--- config.mk ---
export PLATFORM = sky130hd
export DESIGN_NAME = k_group_reverse_stream
export DESIGN_NICKNAME = d
export VERILOG_FILES = /design/src/rtl/core/kgr_pkg.sv /design/src/rtl/core/kgr_ram.sv /design/src/rtl/core/k_group_reverse_stream.sv
export SDC_FILE = /design/constraint.sdc
export NUM_CORES = 1
export LEC_CHECK = 0
export ABC_AREA = 1
export BUFFER_PORTS_ARGS = -buffer_cell sky130_fd_sc_hd__clkbuf_2
export CAP_MARGIN = 20
export CORE_UTILIZATION = 60
export CTS_CLUSTER_SIZE = 8
export DETAILED_ROUTE_END_ITERATION = 16
export PLACE_DENSITY_LB_ADDON = 0.2
export SETUP_SLACK_MARGIN = 0.4
export SLEW_MARGIN = 25
export SYNTH_ARGS = -nofsm -noshare
export SYNTH_HDL_FRONTEND = slang
export SYNTH_SLANG_ARGS = --single-unit
--- constraint.sdc ---
create_clock -name clk -period 10.64 [get_ports clk]
set_input_delay 2.128 -clock clk [delete_from_list [all_inputs] [get_ports clk]]
set_output_delay 2.128 -clock clk [all_outputs]
set_load 0.005 [all_outputs]
--- src/rtl/core/kgr_pkg.sv ---
// ----------------------------------------------------------------------------
// kgr_pkg
// Shared word types and fixed widths for the k-group reverse stream.
// ----------------------------------------------------------------------------
`default_nettype none

package kgr_pkg;

	localparam int VALUE_W = 32;
	localparam int CFG_W   = 5;

	typedef struct packed {
		logic signed [VALUE_W-1:0] value;
		logic                      end_of_sequence;
	} src_word_t;

	typedef struct packed {
		logic signed [VALUE_W-1:0] out_value;
		logic                      out_last;
	} dst_word_t;

endpackage

`default_nettype wire

--- src/rtl/core/kgr_ram.sv ---
// ----------------------------------------------------------------------------
// kgr_ram
// Generic single-write, single-read RAM with registered read data.
// ----------------------------------------------------------------------------
`default_nettype none

module kgr_ram #(
	parameter int WIDTH = 32,
	parameter int DEPTH = 16
) (
	input  wire logic                     clk,
	input  wire logic                     we,
	input  wire logic [$clog2(DEPTH)-1:0] waddr,
	input  wire logic [WIDTH-1:0]         wdata,
	input  wire logic                     re,
	input  wire logic [$clog2(DEPTH)-1:0] raddr,
	output      logic [WIDTH-1:0]         rdata
);

	logic [WIDTH-1:0] mem [DEPTH];

	always_ff @(posedge clk) begin
		if (we) begin
			mem[waddr] <= wdata;
		end
		if (re) begin
			rdata <= mem[raddr];
		end
	end

endmodule

`default_nettype wire

--- src/rtl/core/k_group_reverse_stream.sv ---
// ----------------------------------------------------------------------------
// k_group_reverse_stream
// Buffers a stream of signed values and emits each group of group_size
// values reversed; a short tail at the end of a sequence leaves in order.
// ----------------------------------------------------------------------------
// Each input word is written into a group RAM. An input word that
// completes a group, or carries the end mark, starts a drain of all
// buffered values, during which src_stall is high. The drain reads the RAM
// one entry at a time through its one registered read port: every result
// passes a read state, then a load into the output register, which waits
// while dst_stall holds the output register. group_size is written over
// the cfg port, clamped to 1..MAX_GROUP; the user must write it only while
// the block is idle, as the block itself does not enforce this.
`default_nettype none

module k_group_reverse_stream #(
	parameter int MAX_GROUP = 16
) (
	input  wire logic                       clk,
	input  wire logic                       arst_n,
	input  wire logic                       src_valid,
	output      logic                       src_stall,
	input  wire kgr_pkg::src_word_t         src_word,
	output      logic                       dst_valid,
	input  wire logic                       dst_stall,
	output      kgr_pkg::dst_word_t         dst_word,
	input  wire logic                       cfg_valid,
	output      logic                       cfg_ready,
	input  wire logic [kgr_pkg::CFG_W-1:0]  cfg_data
);

	localparam int AW   = $clog2(MAX_GROUP);
	localparam int GS_W = $clog2(MAX_GROUP + 1);

	localparam logic [1:0] ST_IDLE = 2'd0;
	localparam logic [1:0] ST_READ = 2'd1;
	localparam logic [1:0] ST_LOAD = 2'd2;

	logic [1:0]                     state_q;
	logic [GS_W-1:0]                group_size_q;
	logic [GS_W-1:0]                fill_q;
	logic [GS_W-1:0]                left_q;
	logic [AW-1:0]                  addr_q;
	logic                           rev_q;
	logic                           eos_q;
	logic                           dst_valid_q;
	kgr_pkg::dst_word_t             dst_word_q;

	logic                           src_acc;
	logic                           dst_acc;
	logic                           load;
	logic [GS_W-1:0]                n;
	logic                           full;
	logic [GS_W-1:0]                gs_new;
	logic [kgr_pkg::VALUE_W-1:0]    rd_data;

	assign src_stall = (state_q != ST_IDLE);
	assign src_acc   = src_valid && !src_stall;
	assign dst_acc   = dst_valid_q && !dst_stall;
	assign load      = (state_q == ST_LOAD) && (!dst_valid_q || !dst_stall);
	assign n         = fill_q + GS_W'(1);
	assign full      = (n >= group_size_q);
	assign cfg_ready = 1'b1;
	assign dst_valid = dst_valid_q;
	assign dst_word  = dst_word_q;

	// clamp to 1..MAX_GROUP
	always_comb begin
		priority if (cfg_data == '0) begin
			gs_new = GS_W'(1);
		end else if (32'(cfg_data) > 32'(MAX_GROUP)) begin
			gs_new = GS_W'(MAX_GROUP);
		end else begin
			gs_new = GS_W'(cfg_data);
		end
	end

	kgr_ram #(
		.WIDTH(kgr_pkg::VALUE_W),
		.DEPTH(MAX_GROUP)
	) u_group_ram (
		.clk  (clk),
		.we   (src_acc),
		.waddr(fill_q[AW-1:0]),
		.wdata(src_word.value),
		.re   (state_q == ST_READ),
		.raddr(addr_q),
		.rdata(rd_data)
	);

	always_ff @(posedge clk or negedge arst_n) begin
		if (!arst_n) begin
			state_q      <= ST_IDLE;
			group_size_q <= GS_W'(1);
			fill_q       <= '0;
			left_q       <= '0;
			addr_q       <= '0;
			rev_q        <= 1'b0;
			eos_q        <= 1'b0;
			dst_valid_q  <= 1'b0;
		end else begin
			if (cfg_valid && cfg_ready) begin
				group_size_q <= gs_new;
			end
			unique case (state_q)
				ST_IDLE: begin
					if (src_acc) begin
						if (full || src_word.end_of_sequence) begin
							state_q <= ST_READ;
							left_q  <= n;
							rev_q   <= full;
							eos_q   <= src_word.end_of_sequence;
							addr_q  <= full ? fill_q[AW-1:0] : '0;
							fill_q  <= '0;
						end else begin
							fill_q <= n;
						end
					end
				end
				ST_READ: begin
					state_q <= ST_LOAD;
				end
				ST_LOAD: begin
					if (load) begin
						left_q  <= left_q - GS_W'(1);
						addr_q  <= rev_q ? addr_q - AW'(1) : addr_q + AW'(1);
						state_q <= (left_q == GS_W'(1)) ? ST_IDLE : ST_READ;
					end
				end
				default: begin
					state_q <= ST_IDLE;
				end
			endcase
			if (load) begin
				dst_valid_q <= 1'b1;
			end else if (dst_acc) begin
				dst_valid_q <= 1'b0;
			end
		end
	end

	always_ff @(posedge clk) begin
		if (load) begin
			dst_word_q.out_value <= rd_data;
			dst_word_q.out_last  <= eos_q && (left_q == GS_W'(1));
		end
	end

	a_fill_below_max: assert property (@(posedge clk) disable iff (!arst_n)
		fill_q < GS_W'(MAX_GROUP))
		else $error("group fill count reached capacity");

	a_drain_nonempty: assert property (@(posedge clk) disable iff (!arst_n)
		(state_q != ST_IDLE) |-> (left_q != '0))
		else $error("drain active with nothing left");

	a_read_then_load: assert property (@(posedge clk) disable iff (!arst_n)
		(state_q == ST_READ) |=> (state_q == ST_LOAD))
		else $error("read not followed by load");

	a_size_range: assert property (@(posedge clk) disable iff (!arst_n)
		(group_size_q != '0) && (group_size_q <= GS_W'(MAX_GROUP)))
		else $error("group size out of range");

endmodule

`default_nettype wire

==> key figures <==
Place
  • Placed Area: ~25000 um2
  • Inst Count DP: around 2300
  • DP Wirelength: 26900 um
  • Gpl congestion: a little over 0.8
  • Port Buf Inserts: 77

Power and ir drop
  • Int Pwr: 4.93 mW
  • Switching Fraction: 32.0%
  • Pwr Density: 267 nW/um2
  • Switching power: 2.32 mW
  • Total power: 7.25 mW
  • LEAKAGE: around 9.4 nW
  • Worst vdd ir: between 0.2 and 0.3 mV
  • Combinational power share: 25.7%
  • Clock power frac: around a third
  • Seq pwr share: about two fifths

Layout
  • Fraction of layout instances using a drive strength above 1: around an eighth
  • Register area: ~18000 um2
  • Final core occ: between 60% and 70%
  • # fillers: around 2600
  • Design area: around 27000 um2
  • Diode count: 0
  • Area of the multi-input gates: 5040 um2
  • Synthesis-to-finish area growth: 14.1%
  • Post-route insts no fill: 2431
  • Fin nets: just under 2000

STA
  • Setup tns final: 0 ns
  • Final Hold Viols: 0
  • Final period util: 35.1%
  • RSZ-0062 raised after global routing: false
  • Final Skew: approximately 0.018 ns
  • Max Transition Viols Final: 0
  • Worst Tran Pin Value: about 1.0 ns
  • Fmax: between 0.2 and 0.3 GHz
  • Minimum clock period: ~3.7 ns
  • Final setup fails: 0
  • Max-slew headroom: approximately 30%

Clock network
  • CTS sink cnt: 601
  • CTS tree: built
  • Latest clock arrival within the worst-skew pair: 0.59 ns
  • Num CTS Buffers: 85
  • PostCTS Resize Cnt: 0
  • CTS root buf: clkbuf_16
  • CTS HTree Levels: 3
  • Post-CTS Setup Inserts: 0
  • CTS max path bufs: 3
  • Clock slew at reported path FFs: about 0.050 ns
  • Cts-stage hold buffer count: 0

Logic synthesis
  • Main synth FF type: edfxtp_1
  • Synth warnings: 0
  • Netlist cell types: 32
  • Mapped Area: 23800 um2
  • Post-Synthesis Cells: approximately 1800
  • Top post-synthesis cells by area: edfxtp_1 (73%), nor2_1 (4.9%), o21ai_0 (4.0%), o211ai_1 (4.0%), dfrtp_1 (2.4%)
  • EDFF count, synth: slightly below 600
  • Post-synthesis average cell area: approximately 13 um2
  • Yosys top cell area share: between 70% and 80%
  • Share of flip-flops with an asynchronous set or reset: under 10%
  • Seq/Total Area, Yosys: around 75%
  • Leading area contributor after synthesis: edfxtp_1
  • Post-synthesis register bit count: ~600
  • Syn_nets: between 1500 and 2000

Drt
  • Residual DRC count: 0
  • Total Wirelength: around 50000 um
  • Post-detailed-route wirelength per cell: ~21 um
  • Antenna-violating nets left: 0
  • 1st-iter DRT viols: 1149
  • DR vias: 14300
  • First-pass iteration count of the detailed router: 5
  • Via density: between 5 and 6

Worst hold path
  • Hold Path Class: register to register

Global routing
  • First-pass GRT wire length: approximately 80000 um
  • Initial antenna violation count: 0
  • Largest net degree at the start of global routing: 225
  • GRT Residual Overflow: 0
  • Total GRT Usage: 25.7%
  • Vias in the first global route: about 15000

Die
  • Core Area: ~39000 um2
  • Die X: roughly 200 um
  • I/O pin count: slightly below 80
  • Die height: just over 200 um
  • Die area: 40500 um2
  • Row count: 72
  • Initial Util: between 60% and 70%

Critical path
  • Worst EP required: 10.93 ns
  • Startpoint Class: primary input
  • Crit Path Class: primary input to register
  • Arrival time at the worst endpoint: around 4 ns
  • Critical path capture point type: register
  • Crit-path max FO: 17

Flow run
  • Max-cap violations: 0

Outcome
  • Status: complete, no violations
path summary, 6_finish.rpt:
check                                          startpoint                                to  slack, ns  depth (start not counted)
setup / recovery                                src_valid  u_group_ram.mem[6][18]$_DFFE_PP_       6.90                          6
hold / removal             u_group_ram.rdata[8]$_DFFE_PN_             dst_word[9]$_DFFE_PP_       0.42                          0
setup reg to reg                    addr_q[1]$_DFFE_PN0P_   u_group_ram.rdata[23]$_DFFE_PN_       7.50                          6
hold reg to reg            u_group_ram.rdata[8]$_DFFE_PN_             dst_word[9]$_DFFE_PP_       0.42                          0
max in group asynchronous                          arst_n             addr_q[1]$_DFFE_PN0P_       8.64                          1
min in group asynchronous                          arst_n       group_size_q[3]$_DFFE_PN0P_       1.54                          1
cell families (layout without fill, tap and decap cells):
group / Yosys count / count (layout) / share of synthesized area [%]
AND/OR/NAND/NOR: 580 / 580 / 9.79
flip-flops: 601 / 601 / 75.3
AO/OA/AOI/OAI: 399 / 399 / 9.87
adder cells (fa/ha/maj): 14 / 14 / 0.767
buffers and inverters: 211 / 313 / 4.08
other: 1 / 1 / 0.0157
XOR/XNOR: 5 / 5 / 0.184
metrics by stage:
| stage | setup slack, ns | hold slack (ns) |
|---|---|---|
| after floorplan | 5.57 | 0.400 |
| after global placement | 6.16 | 0.401 |
| after detailed placement | 6.32 | 0.405 |
| after CTS | 6.94 | 0.414 |
| after global routing | 6.80 | 0.421 |
| final | 6.90 | 0.416 |
worst max-delay path, stage by stage:
cell      delay, ns
clkbuf_2       0.08
nand3_1        0.42
inv_2          0.25
nand2_1        0.26
nor2_4         0.62
buf_16         0.25
state kept, by name, indices dropped and copies added (netlist names):
| signal | cells |
|---|---|
| addr_q | 4 |
| dst_word | 33 |
| rev_q | 1 |
| fill_q | 5 |
| u_group_ram.mem | 512 |
| u_group_ram.rdata | 32 |
| dst_valid | 1 |
| state_q | 2 |
| group_size_q | 5 |
| eos_q | 1 |
| left_q | 5 |
cell usage after synthesis (all sizes together) (2+ instances only):
library cell    n
a21oi          36
buf            64
clkbuf         46
dfrtp          23
edfxtp        577
ha             13
inv           101
nand2         148
nand3         115
nor2          312
nor3            4
o211ai        128
o21ai         229
o22ai           3
xnor2           2
xor2            3
power groups by stage:
stage	sequential, mW	clock (mW)	combinational (mW)
after floorplan	3.00	0	1.37
after global placement	3.09	0	1.75
after detailed placement	3.10	0	1.81
after CTS	3.06	2.40	1.83
after global routing	3.04	2.50	2.08
final	3.02	2.37	1.86
routing by layer:
layer  global-route usage [%]  vias to the layer above  part of all wire [%]
met5                        0                        -                     0
met4                     8.50                        0                   2.0
met3                     3.98                       75                   6.1
met2                     43.2                      506                    50
met1                     34.6                     7071                    42
li1                         -                     6681                     -
area by class of cell:
| type | count | share of cell area (%) |
|---|---|---|
| flip-flops and latches | 601 | 66.0 |
| multi-input cells | 999 | 18.5 |
| clock buffers | 104 | 8.33 |
| repair buffers | 104 | 3.09 |
| well taps | 518 | 2.39 |
| inverters | 101 | 1.42 |
| clock inverters | 4 | 0.198 |
layout by cell type, fill, tap and decap left out, drive strengths merged, types with 2 or more instances in the layout:
cell type	instances
a21oi	36
buf	27
clkbuf	181
clkinv	2
dfrtp	23
edfxtp	577
ha	13
inv	103
nand2	148
nand3	115
nor2	312
nor3	4
o211ai	128
o21ai	229
o22ai	3
xnor2	2
xor2	3
No activity file was read; power rests on OpenSTA's default activity.
